$ cat src/hw/rtl/bba_pkg.sv
// Shared types and constants of the buddy block allocator.
package bba_pkg;

   // Result status codes
   localparam int STATUS_W = 2;
   localparam logic [STATUS_W-1:0] STATUS_OK        = 2'd0;
   localparam logic [STATUS_W-1:0] STATUS_NO_FIT    = 2'd1;
   localparam logic [STATUS_W-1:0] STATUS_BAD_RANGE = 2'd2;

   // Request kinds
   localparam logic KIND_ALLOC = 1'b0;
   localparam logic KIND_FREE  = 1'b1;

   // Nodes examined per scan cycle, and the width of a position inside one group
   localparam int SCAN_GROUP = 8;
   localparam int SCAN_SEL_W = 3;

   // Controller to datapath commands
   typedef struct packed {
      logic                capture;
      logic                scan_load;
      logic                scan_step;
      logic                sel_load;
      logic                spread;
      logic                apply;
      logic                walk;
      logic                rsp_load;
      logic [STATUS_W-1:0] rsp_status;
   } bba_cmd_type;

   // Datapath to controller status
   typedef struct packed {
      logic is_free;
      logic alloc_bad;
      logic free_bad;
      logic scan_hit;
      logic scan_last;
   } bba_stat_type;

endpackage

$ cat src/hw/rtl/buddy_block_allocator.sv
// Buddy block allocator: one occupied bit per node of a complete binary tree.
//
// Request word (req_*): kind 0 allocates req_request_size bytes, kind 1 frees
// the block req_free_start..req_free_end. One response word (rsp_*) follows
// each request: status, and for a successful allocation the block range.
// Both channels use valid/stall; a word moves when valid is high and stall low.
// One request is in work at a time; req_stall is low only while idle.
// A rejected request (bad size, occupied root, bad free range) goes from decode
// straight to its response. A free marks its block, spreads the mark down and
// walks up the parents. An allocate lets the subtree flags settle, scans the
// target level in 8-node groups (1..16 groups for 8-byte blocks at the default
// sizes), spreads the mark down and applies it; one that finds no free block
// ends with the scan. The level scan examines eight nodes a cycle; the spread
// and walk move through the tree one level per cycle. A new request is taken
// the cycle after the response is loaded, even while that response still waits.
// Reset marks every node free and drops any pending response.
// A stalled response holds; a finished request then waits to load its result.
module buddy_block_allocator #(
   parameter int MEMORY_BYTES = 1024,
   parameter int TREE_LEVELS  = 8
) (
   input  logic                             clock,
   input  logic                             reset,
   input  logic                             req_valid,
   output logic                             req_stall,
   input  logic                             req_kind,
   input  logic [$clog2(MEMORY_BYTES):0]    req_request_size,
   input  logic [$clog2(MEMORY_BYTES)-1:0]  req_free_start,
   input  logic [$clog2(MEMORY_BYTES)-1:0]  req_free_end,
   output logic                             rsp_valid,
   input  logic                             rsp_stall,
   output logic [bba_pkg::STATUS_W-1:0]     rsp_status,
   output logic [$clog2(MEMORY_BYTES)-1:0]  rsp_block_start,
   output logic [$clog2(MEMORY_BYTES)-1:0]  rsp_block_end
);

   bba_pkg::bba_cmd_type  cmd;
   bba_pkg::bba_stat_type stat;

   bba_ctrl #(
      .TREE_LEVELS (TREE_LEVELS)
   ) u_ctrl (
      .clock     (clock),
      .reset     (reset),
      .req_valid (req_valid),
      .req_stall (req_stall),
      .rsp_valid (rsp_valid),
      .rsp_stall (rsp_stall),
      .stat      (stat),
      .cmd       (cmd)
   );

   bba_datapath #(
      .MEMORY_BYTES (MEMORY_BYTES),
      .TREE_LEVELS  (TREE_LEVELS)
   ) u_datapath (
      .clock            (clock),
      .reset            (reset),
      .cmd              (cmd),
      .stat             (stat),
      .req_kind         (req_kind),
      .req_request_size (req_request_size),
      .req_free_start   (req_free_start),
      .req_free_end     (req_free_end),
      .rsp_status       (rsp_status),
      .rsp_block_start  (rsp_block_start),
      .rsp_block_end    (rsp_block_end)
   );

endmodule

$ cat src/hw/rtl/bba_ctrl.sv
// Sequencing state machine of the buddy block allocator.
module bba_ctrl #(
   parameter int TREE_LEVELS = 8
) (
   input  logic                  clock,
   input  logic                  reset,
   input  logic                  req_valid,
   output logic                  req_stall,
   output logic                  rsp_valid,
   input  logic                  rsp_stall,
   input  bba_pkg::bba_stat_type stat,
   output bba_pkg::bba_cmd_type  cmd
);

   localparam int CNT_W = $clog2(TREE_LEVELS);

   typedef enum logic [8:0] {
      ST_IDLE   = 9'b000000001,
      ST_DECODE = 9'b000000010,
      ST_SETTLE = 9'b000000100,
      ST_LOAD   = 9'b000001000,
      ST_SCAN   = 9'b000010000,
      ST_SPREAD = 9'b000100000,
      ST_APPLY  = 9'b001000000,
      ST_WALK   = 9'b010000000,
      ST_FINISH = 9'b100000000
   } bba_state_type;

   bba_state_type                  state_ff, state_in;
   logic [CNT_W-1:0]               cnt_ff, cnt_in;
   logic [bba_pkg::STATUS_W-1:0]   code_ff, code_in;
   logic                           rsp_valid_ff, rsp_valid_in;

   assign req_stall = (state_ff != ST_IDLE);
   assign rsp_valid = rsp_valid_ff;

   always_comb begin
      cmd          = '0;
      state_in     = state_ff;
      cnt_in       = cnt_ff;
      code_in      = code_ff;
      rsp_valid_in = rsp_valid_ff & rsp_stall;
      cmd.rsp_status = code_ff;
      unique case (state_ff)
         ST_IDLE: begin
            if (req_valid) begin
               cmd.capture = 1'b1;
               state_in    = ST_DECODE;
            end
         end
         ST_DECODE: begin
            cnt_in = '0;
            if (stat.is_free) begin
               if (stat.free_bad) begin
                  code_in  = bba_pkg::STATUS_BAD_RANGE;
                  state_in = ST_FINISH;
               end else begin
                  cmd.sel_load = 1'b1;
                  code_in      = bba_pkg::STATUS_OK;
                  state_in     = ST_SPREAD;
               end
            end else if (stat.alloc_bad) begin
               code_in  = bba_pkg::STATUS_NO_FIT;
               state_in = ST_FINISH;
            end else begin
               state_in = ST_SETTLE;
            end
         end
         ST_SETTLE: begin
            // let the subtree occupancy flags ripple up to the root
            if (cnt_ff == CNT_W'(TREE_LEVELS - 1)) begin
               cnt_in   = '0;
               state_in = ST_LOAD;
            end else begin
               cnt_in = cnt_ff + 1'b1;
            end
         end
         ST_LOAD: begin
            cmd.scan_load = 1'b1;
            state_in      = ST_SCAN;
         end
         ST_SCAN: begin
            if (stat.scan_hit) begin
               cmd.sel_load = 1'b1;
               code_in      = bba_pkg::STATUS_OK;
               cnt_in       = '0;
               state_in     = ST_SPREAD;
            end else if (stat.scan_last) begin
               code_in  = bba_pkg::STATUS_NO_FIT;
               state_in = ST_FINISH;
            end else begin
               cmd.scan_step = 1'b1;
            end
         end
         ST_SPREAD: begin
            cmd.spread = 1'b1;
            if (cnt_ff == CNT_W'(TREE_LEVELS - 2)) begin
               cnt_in   = '0;
               state_in = ST_APPLY;
            end else begin
               cnt_in = cnt_ff + 1'b1;
            end
         end
         ST_APPLY: begin
            cmd.apply = 1'b1;
            cnt_in    = '0;
            state_in  = stat.is_free ? ST_WALK : ST_FINISH;
         end
         ST_WALK: begin
            cmd.walk = 1'b1;
            if (cnt_ff == CNT_W'(TREE_LEVELS - 2)) begin
               cnt_in   = '0;
               state_in = ST_FINISH;
            end else begin
               cnt_in = cnt_ff + 1'b1;
            end
         end
         ST_FINISH: begin
            // hold until the output register is free
            if (!rsp_valid_ff || !rsp_stall) begin
               cmd.rsp_load = 1'b1;
               rsp_valid_in = 1'b1;
               state_in     = ST_IDLE;
            end
         end
         default: begin
            state_in = ST_IDLE;
         end
      endcase
   end

   always_ff @(posedge clock) begin
      if (reset) begin
         state_ff     <= ST_IDLE;
         cnt_ff       <= '0;
         code_ff      <= bba_pkg::STATUS_OK;
         rsp_valid_ff <= 1'b0;
      end else begin
         state_ff     <= state_in;
         cnt_ff       <= cnt_in;
         code_ff      <= code_in;
         rsp_valid_ff <= rsp_valid_in;
      end
   end

endmodule

$ cat src/hw/rtl/bba_datapath.sv
// Occupancy tree, level scan, subtree marking and result register of the allocator.
module bba_datapath #(
   parameter int MEMORY_BYTES = 1024,
   parameter int TREE_LEVELS  = 8
) (
   input  logic                             clock,
   input  logic                             reset,
   input  bba_pkg::bba_cmd_type             cmd,
   output bba_pkg::bba_stat_type            stat,
   input  logic                             req_kind,
   input  logic [$clog2(MEMORY_BYTES):0]    req_request_size,
   input  logic [$clog2(MEMORY_BYTES)-1:0]  req_free_start,
   input  logic [$clog2(MEMORY_BYTES)-1:0]  req_free_end,
   output logic [bba_pkg::STATUS_W-1:0]     rsp_status,
   output logic [$clog2(MEMORY_BYTES)-1:0]  rsp_block_start,
   output logic [$clog2(MEMORY_BYTES)-1:0]  rsp_block_end
);

   localparam int ADDR_W    = $clog2(MEMORY_BYTES);
   localparam int SIZE_W    = ADDR_W + 1;
   localparam int NODES     = (1 << TREE_LEVELS) - 1;
   localparam int LEAF_BASE = 1 << (TREE_LEVELS - 1);
   localparam int NODE_W    = TREE_LEVELS;
   localparam int POS_W     = TREE_LEVELS - 1;
   localparam int LVL_W     = $clog2(TREE_LEVELS + 1);
   localparam int SCAN_W    =
      ((LEAF_BASE + bba_pkg::SCAN_GROUP - 1) / bba_pkg::SCAN_GROUP) * bba_pkg::SCAN_GROUP;
   localparam int GROUPS    = SCAN_W / bba_pkg::SCAN_GROUP;
   localparam int GRP_W     = (GROUPS > 1) ? $clog2(GROUPS) : 1;

   // captured request
   logic                  kind_ff;
   logic [SIZE_W-1:0]     size_ff;
   logic [ADDR_W-1:0]     fstart_ff;
   logic [ADDR_W-1:0]     fend_ff;

   // tree state: node bits, subtree flags, marking and walk tokens
   logic [NODES:1]        occ_ff, occ_in;
   logic [NODES:1]        busy_ff, busy_in;
   logic [NODES:1]        sel_ff, sel_in;
   logic [NODES:1]        up_ff, up_in;
   logic [LEAF_BASE-1:1]  move;

   logic [SCAN_W-1:0]     scan_ff, scan_in, lvl_busy;
   logic [GRP_W-1:0]      group_ff, group_in, lvl_last;

   logic [ADDR_W-1:0]     blk_start_ff, blk_end_ff;
   logic [bba_pkg::STATUS_W-1:0] rsp_status_ff;
   logic [ADDR_W-1:0]     rsp_start_ff, rsp_end_ff;

   logic [LVL_W-1:0]      tgt;
   logic                  fr_hit;
   logic [NODE_W-1:0]     fr_node;
   logic [bba_pkg::SCAN_SEL_W-1:0] pe;
   logic                  hit;
   logic [POS_W-1:0]      pos;
   logic [NODE_W-1:0]     al_node, node_pick;
   logic [ADDR_W-1:0]     al_start, al_end;

   always_ff @(posedge clock) begin
      if (cmd.capture) begin
         kind_ff   <= req_kind;
         size_ff   <= req_request_size;
         fstart_ff <= req_free_start;
         fend_ff   <= req_free_end;
      end
   end

   // deepest level whose block still holds the request
   always_comb begin
      tgt = '0;
      for (int l = 1; l <= TREE_LEVELS; l++) begin
         if (SIZE_W'(MEMORY_BYTES >> (l - 1)) >= size_ff) begin
            tgt = LVL_W'(l);
         end
      end
   end

   // a freed range must be exactly one aligned block
   always_comb begin
      fr_hit  = 1'b0;
      fr_node = '0;
      for (int l = 1; l <= TREE_LEVELS; l++) begin
         if (l - 1 <= ADDR_W) begin
            if ((fstart_ff & ADDR_W'((1 << (ADDR_W - (l - 1))) - 1)) == '0 &&
                fend_ff == (fstart_ff | ADDR_W'((1 << (ADDR_W - (l - 1))) - 1))) begin
               fr_hit  = 1'b1;
               fr_node = NODE_W'(1 << (l - 1)) | NODE_W'(fstart_ff >> (ADDR_W - (l - 1)));
            end
         end
      end
   end

   // subtree flags ripple up one level per cycle
   always_comb begin
      busy_in = occ_ff;
      for (int n = 1; n < LEAF_BASE; n++) begin
         busy_in[n] = occ_ff[n] | busy_ff[2*n] | busy_ff[2*n+1];
      end
   end

   always_ff @(posedge clock) begin
      busy_ff <= busy_in;
   end

   // target level's subtree flags, padded busy past the level's last node
   always_comb begin
      lvl_busy = '1;
      lvl_last = '0;
      for (int l = 1; l <= TREE_LEVELS; l++) begin
         if (tgt == LVL_W'(l)) begin
            lvl_last = GRP_W'(((1 << (l - 1)) - 1) / bba_pkg::SCAN_GROUP);
            for (int k = 0; k < (1 << (l - 1)); k++) begin
               lvl_busy[k] = busy_ff[(1 << (l - 1)) + k];
            end
         end
      end
   end

   always_comb begin
      scan_in  = scan_ff;
      group_in = group_ff;
      if (cmd.scan_load) begin
         scan_in  = lvl_busy;
         group_in = '0;
      end else if (cmd.scan_step) begin
         scan_in = '1;
         for (int k = 0; k < SCAN_W - bba_pkg::SCAN_GROUP; k++) begin
            scan_in[k] = scan_ff[k + bba_pkg::SCAN_GROUP];
         end
         group_in = group_ff + 1'b1;
      end
   end

   always_ff @(posedge clock) begin
      scan_ff  <= scan_in;
      group_ff <= group_in;
   end

   // leftmost free node of the current group
   always_comb begin
      pe = '0;
      for (int k = bba_pkg::SCAN_GROUP - 1; k >= 0; k--) begin
         if (!scan_ff[k]) begin
            pe = bba_pkg::SCAN_SEL_W'(k);
         end
      end
   end

   assign hit = ~&scan_ff[bba_pkg::SCAN_GROUP-1:0];
   assign pos = POS_W'({group_ff, pe});

   always_comb begin
      al_node  = '0;
      al_start = '0;
      al_end   = '0;
      for (int l = 1; l <= TREE_LEVELS; l++) begin
         if (tgt == LVL_W'(l) && l - 1 <= ADDR_W) begin
            al_node  = NODE_W'(1 << (l - 1)) | NODE_W'(pos);
            al_start = ADDR_W'(pos) << (ADDR_W - (l - 1));
            al_end   = (ADDR_W'(pos) << (ADDR_W - (l - 1))) |
                       ADDR_W'((1 << (ADDR_W - (l - 1))) - 1);
         end
      end
   end

   assign node_pick = (kind_ff == bba_pkg::KIND_FREE) ? fr_node : al_node;

   always_ff @(posedge clock) begin
      if (cmd.sel_load) begin
         blk_start_ff <= al_start;
         blk_end_ff   <= al_end;
      end
   end

   // mark the chosen node, then spread the mark down one level per cycle
   always_comb begin
      sel_in = sel_ff;
      if (cmd.sel_load) begin
         for (int n = 1; n <= NODES; n++) begin
            sel_in[n] = (node_pick == NODE_W'(n));
         end
      end else if (cmd.spread) begin
         for (int n = 2; n <= NODES; n++) begin
            sel_in[n] = sel_ff[n] | sel_ff[n >> 1];
         end
      end
   end

   // a parent clears when the token sits on a child and both children are free
   always_comb begin
      for (int m = 1; m < LEAF_BASE; m++) begin
         move[m] = (up_ff[2*m] | up_ff[2*m+1]) & ~occ_ff[2*m] & ~occ_ff[2*m+1];
      end
   end

   always_comb begin
      up_in = up_ff;
      if (cmd.sel_load) begin
         up_in = sel_in;
      end else if (cmd.walk) begin
         up_in = '0;
         for (int m = 1; m < LEAF_BASE; m++) begin
            up_in[m] = move[m];
         end
      end
   end

   always_ff @(posedge clock) begin
      sel_ff <= sel_in;
      up_ff  <= up_in;
   end

   always_comb begin
      occ_in = occ_ff;
      if (cmd.apply) begin
         occ_in = (kind_ff == bba_pkg::KIND_FREE) ? (occ_ff & ~sel_ff) : (occ_ff | sel_ff);
      end else if (cmd.walk) begin
         for (int m = 1; m < LEAF_BASE; m++) begin
            if (move[m]) begin
               occ_in[m] = 1'b0;
            end
         end
      end
   end

   always_ff @(posedge clock) begin
      if (reset) begin
         occ_ff <= '0;
      end else begin
         occ_ff <= occ_in;
      end
   end

   // result word: range only for a successful allocation
   always_ff @(posedge clock) begin
      if (cmd.rsp_load) begin
         rsp_status_ff <= cmd.rsp_status;
         if (cmd.rsp_status == bba_pkg::STATUS_OK && kind_ff == bba_pkg::KIND_ALLOC) begin
            rsp_start_ff <= blk_start_ff;
            rsp_end_ff   <= blk_end_ff;
         end else begin
            rsp_start_ff <= '0;
            rsp_end_ff   <= '0;
         end
      end
   end

   assign rsp_status      = rsp_status_ff;
   assign rsp_block_start = rsp_start_ff;
   assign rsp_block_end   = rsp_end_ff;

   assign stat.is_free   = (kind_ff == bba_pkg::KIND_FREE);
   assign stat.alloc_bad = (size_ff == '0) || (size_ff > SIZE_W'(MEMORY_BYTES)) || occ_ff[1];
   assign stat.free_bad  = ~fr_hit;
   assign stat.scan_hit  = hit;
   assign stat.scan_last = (group_ff == lvl_last);

endmodule
$ cat config.mk
export PLATFORM = sky130hd
export DESIGN_NAME = buddy_block_allocator
export DESIGN_NICKNAME = d
export VERILOG_FILES = /design/src/hw/rtl/bba_pkg.sv /design/src/hw/rtl/buddy_block_allocator.sv /design/src/hw/rtl/bba_ctrl.sv /design/src/hw/rtl/bba_datapath.sv
export SDC_FILE = /design/constraint.sdc
export NUM_CORES = 2
export LEC_CHECK = 0
export BUFFER_PORTS_ARGS = -buffer_cell sky130_fd_sc_hd__buf_4
export CAP_MARGIN = 10
export CORE_MARGIN = 2
export CORE_UTILIZATION = 45
export CTS_BUF_LIST = sky130_fd_sc_hd__clkbuf_8
export DETAILED_ROUTE_END_ITERATION = 10
export HOLD_SLACK_MARGIN = 0.15
export SETUP_SLACK_MARGIN = 0.15
export SYNTH_ARGS = -nofsm -noshare
export SYNTH_HDL_FRONTEND = slang
export SYNTH_SLANG_ARGS = --single-unit
$ cat constraint.sdc
create_clock -name clock -period 9 [get_ports clock]
set_input_delay 1.8 -clock clock [delete_from_list [all_inputs] [get_ports clock]]
set_output_delay 1.8 -clock clock [all_outputs]
set_load 0.1 [all_outputs]
* Yosys cells after proc, flatten, opt, wreduce, memory -nomap -nowiden *
Cells that the tools add are included.

cells by class
  $add $sub $neg = 2
  order comparisons = 9
  eq/ne operators = 292
  mux-type cells = 244
  bitwise gates (word level) = 1148
  reduce and logical (&&, ||, !) cells = 291

operator list
  operator                                                               count
  8-bit equality test, second input constant                             128
  255-bit 2-to-1 mux                                                     3
  1-bit bitwise OR                                                       635
  8-bit by 7-bit equality test with 1-bit output, second input constant  64
  254-bit 2-to-1 mux                                                     2
  128-bit 2-to-1 mux                                                     3
  2-bit nonzero test                                                     131
  8-bit by 6-bit equality test with 1-bit output, second input constant  32
  2-bit AND reduction                                                    128
  1-bit AND                                                              255
  255-bit AND                                                            1
  1-bit NOT                                                              255
  255-bit NOT                                                            1
  255-bit bitwise OR                                                     1
  127-bit 2-to-1 mux                                                     2
  1-bit 2-to-1 mux                                                       156
  10-bit 2-to-1 mux                                                      15
  8-bit by 5-bit equality test with 1-bit output, second input constant  16
  9-bit 2-to-1 mux                                                       11
  9-bit one-hot mux with 9 select lines                                  1
  10-bit zero test                                                       8
  8-bit 2-to-1 mux                                                       10
  10-bit equality test                                                   7
  8-bit by 4-bit equality test with 1-bit output, second input constant  8
  other kinds (57)                                                       113

word-level totals
  flip-flop bits (word level) = 1241
  word-level logic and storage cells = 2134

* Longest topological paths before layout *
  depth in word-level cells = 22
  depth in mapped cells = 13

* Cells and area by module *
A second synthesis with hierarchy kept.

second synthesis, totals
  cells, all modules = 4504
  area, all modules = 46739.8 um^2

by module, submodules not included
  module        instances  cells an instance  area an instance (um^2)  sequential area each (um^2)
  bba_datapath  1          4375               45655.0                  28797.6
  bba_ctrl      1          129                1084.8                   300.3

* Worst setup path after synthesis *
OpenSTA, ideal clock, no wires.

  path kind = flip-flop to flip-flop
  start = register u_datapath.fstart_ff[3]
  end = register u_datapath.up_ff[100] in the netlist's numbering (enable)
  library setup time = 1.942 ns
  data arrival time = 6.379 ns
  data required time = 7.058 ns
  setup slack = 0.679 ns
  stages on the path, launching flop included = 10
  clock period less this slack = 8.321 ns
  cells stage by stage = edfxtp_1 -> clkbuf_1 -> nand4bb_1 -> buf_2 -> nor3b_1 -> a31o_2 -> a221o_1 -> a31oi_1 -> clkbuf_1 -> nand2_1

on the way
  cells in the longest elaborated chain, start to end = 14
  elaborated cells between the ends (all ways) = 28
  classes of those cells = 1 x eq/ne; 11 x mux; 16 x reduce/logical

ends and longest elaborated chain
  item                                       line                 source
  from (decl)                                bba_datapath.sv:34   logic [ADDR_W-1:0] fstart_ff;
  from (signal assigned)                     bba_datapath.sv:64   fstart_ff <= req_free_start;
  10-bit zero test                           bba_datapath.sv:85   if ((fstart_ff & ADDR_W'((1 << (ADDR_W - (l - 1))) - 1)) == '0 &&
  1-bit logical AND                          bba_datapath.sv:85
  1-bit 2-to-1 mux (7 in series)             bba_datapath.sv:85
  1-bit 2-to-1 mux (*)                       bba_datapath.sv:85
  1-bit 2-to-1 mux (*)                       bba_ctrl.sv:54       if (stat.free_bad) begin
  1-bit 2-to-1 mux (*)                       bba_ctrl.sv:53       if (stat.is_free) begin
  1-bit one-hot mux with 2 select lines (*)  bba_ctrl.sv:44       unique case (state_ff)
  2-bit nonzero test (no source line) (*)    n/a
  to (signal assigned)                       bba_datapath.sv:211  up_ff <= up_in;
  to (decl)                                  bba_datapath.sv:41   logic [NODES:1] up_ff, up_in;

Mark *: on every way between the ends. The rest lies on a longest branch, timed or not.
A chain may end at the register's enable or synchronous reset.

* Worst setup path in the final report *
  start = register u_datapath.size_ff[0]
  end = register u_datapath.up_ff[80] in the netlist's numbering (data pin)

on the way
  cells in the longest elaborated chain, start to end = 22
  elaborated cells between the ends (all ways) = 36
  classes of those cells = 8 x order compare; 9 x eq/ne; 19 x mux

ends and longest elaborated chain
  item                                                line                 source
  from (decl)                                         bba_datapath.sv:33   logic [SIZE_W-1:0] size_ff;
  from (signal assigned)                              bba_datapath.sv:63   size_ff <= req_request_size;
  11-bit greater-or-equal comparator                  bba_datapath.sv:73   if (SIZE_W'(MEMORY_BYTES >> (l - 1)) >= size_ff) begin
  1-bit 2-to-1 mux                                    bba_datapath.sv:73
  4-bit 2-to-1 mux (6 in series)                      bba_datapath.sv:73
  4-bit 2-to-1 mux (*)                                bba_datapath.sv:73
  4-bit by 1-bit equality test with 1-bit output      bba_datapath.sv:158  if (tgt == LVL_W'(l) && l - 1 <= ADDR_W) begin
  7-bit 2-to-1 mux (7 in series)                      bba_datapath.sv:158
  8-bit 2-to-1 mux (*)                                bba_datapath.sv:158
  8-bit 2-to-1 mux (*)                                bba_datapath.sv:167  assign node_pick = (kind_ff == bba_pkg::KIND_FREE) ? fr_node : al_node;
  8-bit by 7-bit equality test with 1-bit output (*)  bba_datapath.sv:181  sel_in[n] = (node_pick == NODE_W'(n));
  254-bit 2-to-1 mux (*)                              bba_datapath.sv:179  if (cmd.sel_load) begin
  255-bit 2-to-1 mux (*)                              bba_datapath.sv:199  if (cmd.sel_load) begin
  named net u_datapath.up_in, one bit                 bba_datapath.sv:41

Mark *: on every way through the listed nets, which the timed path passes. The rest lies on a longest branch.

==> summary.md <==
| Metric | Value |
|---|---|
| Max VDD drop | 0.172 mV |
| Top-area cell type share of the netlist area | 32.8% |
| Synthesized cell area | 47800 um^2 |
| Yosys reg bits | 1230 |
| Worst Setup Start Kind | register |
| Setup bufs post-CTS | 0 |
| Synth unique cells | 85 |
| CTS Buf Count | 194 |
| Most area-hungry cell type in the Yosys netlist | dfxtp_1 |
| Slowest cell on crit path | nand2b_2 |
| Final Hold Viols | 0 |
| Residual DRC count | 0 |
| Final Total Pwr | 10.8 mW |
| Sequential share of the synthesized area | 60.9% |
| Synth top area cells | dfxtp_1 (33%), edfxtp_1 (28%), a21oi_1 (5.6%) |
| Setup TNS Final | 0 ns |
| Max clock buf depth | 3 |
| Multi-input logic area | 17500 um^2 |
| Least-Margin Pin Slew | 1.25 ns |
| Initial antenna violation count | 5 |
| Fin crit share | 57.9% |
| Row count | 119 |
| Final hold slack | 0.367 ns |
| CTS root buf | clkbuf_8 |
| GRT Util Overall | 27.9% |
| H-Tree Depth | 4 |
| PwrDens | 204 nW/um^2 |
| R2R setup slack | 3.79 ns |
| Core Region | 105000 um^2 |
| Worst path top cell family by delay | simple AND/OR/NAND/NOR gates |
| Critical Path Stages | 10 |
| Post-route cell area | 53100 um^2 |
| Worst hold path stage count | 0 |
| CP Max Fanout | 40 |
| Min Clock Period, post-route | 5.21 ns |
| First-pass GRT wire length | 230000 um |
| WP data required | 9.58 ns |
| Die width | 330 um |
| Register area | 29100 um^2 |
| DRT Pass-1 Iters | 7 |
| Avg Vias per Cell | 6.16 |
| DRT iter0 DRCs | 4403 |
| Worst slew margin | 16.8% |
| Clk sink count | 1230 |
| RR Startpoint | u_datapath.size_ff[0]$_DFFE_PP_ |
| Final ANT Viol Nets | 0 |
| Post-Synthesis Cells | 4700 |
| Layout cells sized above 1 | 8.87% |
| Internal | 8.21 mW |
| Leakage | 18.6 nW |
| Clock skew | 0.0353 ns |
| # port buffers | 56 |
| Fmax | 0.192 GHz |
| Routability Congestion | 0.919 |
| Worst path bufs/invs | 2 |
| Post-CTS sizing | 0 |
| Syn avg cell area | 10.2 um^2 |
| CTS tree | built |
| Unrepaired setup endpoints after global routing | no |
| Comb pwr share | 4.2% |
| Post-Route WL | 155000 um |
| Kind of critical path | register to register |
| NumNets Final | 4699 |
| Setup-violating endpoint count in the final report | 0 |
| Outcome | finished clean |
| HPWL after detailed placement | 91500 um |
| Slew Limit Fails | 0 |
| DR vias | 38300 |
| Die area | 109000 um^2 |
| DIE HEIGHT | 330 um |
| Top_reg_cell synth | dfxtp_1 |
| Initial Util | 45.4% |
| CP endpoint kind | register |
| Fillers | 9658 |
| Worst-path cell chain | or4_1 -> o21ai_0 -> a31oi_1 -> or2_1 -> a221o_1 -> o21ai_4 -> buf_4 -> nand2b_2 -> buf_4 -> o21ai_0 |
| Area delta synth->final | 11.1% |
| Critical Path AT | 5.80 ns |
| Gr ovfl total | 0 |
| Pin count of the biggest net entering global routing | 219 |
| Clock network power share | 42.3% |
| FFs w/ async S/R, synth | 0% |
| Vias in the first global route | 36000 |
| CTS Hold Bufs | 0 |
| Reg power frac | 53.6% |
| Hold WC Path Type | register to register |
| Switching Share | 24.2% |
| CP max stage delay | 0.84 ns |
| R2R cell count | 10 |
| WL per Instance | 24.9 um |
| Yosys warns | 0 |
| Total net switching power | 2.61 mW |
| Clock latency on the worst-skew pair | 0.87 ns |
| Cell Area, Placed | 49300 um^2 |
| Crit path from | u_datapath.size_ff[0]$_DFFE_PP_ |
| Post-synth EDFFs | 447 |
| Clock transition at the registers of the reported paths | 0.06 ns |
| Max-cap violations | 0 |
| Top-level port count | 60 |
## layer usage
metal,GRT usage (%),share of wire (%),vias to the layer above
met5,0,0,-
met4,10.7,3.5,0
met3,4.89,7.6,352
met2,44.7,46,1683
met1,37.9,43,18800
li1,-,-,17500
## cell usage after synthesis, drive strengths merged, types with 5 or more instances
master and n:
nor3 202, nor4b 5, and3 135, nand2 128, o21ai 318, nor2b 11
a21oi 539, xnor2 6, o31ai 5, inv 16, nor2 591, o221ai 31
xor2 7, mux2i 37, nand2b 135, nand3b 7, nand3 85, nand4 15
edfxtp 447, o41ai 109, a221oi 6, a31oi 163, or2 8, buf 40
or3 144, and2 25, nor3b 5, dfxtp 783, o22ai 165, nor4 16
a211oi 9, or4 114, clkbuf 314, o211ai 5
## power by group through the flow
| stage | Combinational, mW | Sequential, mW | Clock, mW |
|---|---|---|---|
| after detailed placement | 0.443 | 5.91 | 0 |
| final | 0.453 | 5.79 | 4.57 |
| after global routing | 0.474 | 5.80 | 4.88 |
| after CTS | 0.445 | 5.79 | 4.63 |
| after global placement | 0.445 | 5.91 | 0 |
| after floorplan | 0.271 | 5.89 | 0 |
## cells in the final DEF, fill, tap and decap left out, types with 7 or more instances in the layout
master,netlist,routed
a211oi_1,8,8
clkbuf_8,0,223
nand3_1,76,72
nor3_1,202,200
or3_1,144,144
or2_2,7,7
nand3_4,7,10
clkinv_2,0,13
a31oi_1,163,162
clkinv_1,0,24
o41ai_1,109,109
nand3b_1,7,7
o22ai_1,165,165
edfxtp_1,447,447
mux2i_1,37,37
nand2b_1,135,132
or4_1,113,113
nor2_1,588,584
and3_1,135,134
nand2_1,128,124
dfxtp_1,783,783
nor4_1,14,14
buf_4,5,107
and2_1,24,24
nand4_1,15,15
a21oi_1,538,537
buf_12,0,7
inv_1,16,103
nor2b_1,11,11
o221ai_1,31,30
o21ai_0,309,309
xor2_1,7,7
## metrics by stage
stage	worst slack (ns)	utilization, %	cells
2_1_floorplan	0.679	-	4702
3_3_place_gp	3.95	46.9	5854
5_1_grt	3.66	50.4	6219
3_5_place_dp	3.89	46.9	5854
4_1_cts	3.88	50.4	6216
6_report	3.79	50.4	6220
## layout make-up
| cell class | instances | area share, % |
|---|---|---|
| clock buffer | 223 | 5.78 |
| tap | 1391 | 3.28 |
| sequential | 1230 | 54.8 |
| timing repair buffer | 115 | 1.81 |
| clock inverter | 139 | 1.27 |
| multi-input combinational | 3102 | 32.9 |
| inverter | 16 | 0.127 |
| antenna | 4 | 0.0189 |
## final timing paths
path | end
setup / recovery | u_datapath.up_ff[80]$_DFFE_PP_
setup reg to reg | u_datapath.up_ff[80]$_DFFE_PP_
hold / removal | u_datapath.busy_ff[185]$_DFF_P_
hold reg to reg | u_datapath.busy_ff[185]$_DFF_P_
## cell families after synthesis
family	after synthesis	synth area share [%]
buf+inv	370	3.02
mux	37	0.775
simple gates	1641	17.7
fa+ha+maj	4	0.105
compound gates	1404	17.3
xor+xnor	13	0.238
other cells	1	0.00785
flops	1230	60.9
Note: power is estimated with default switching activity, not from simulation.
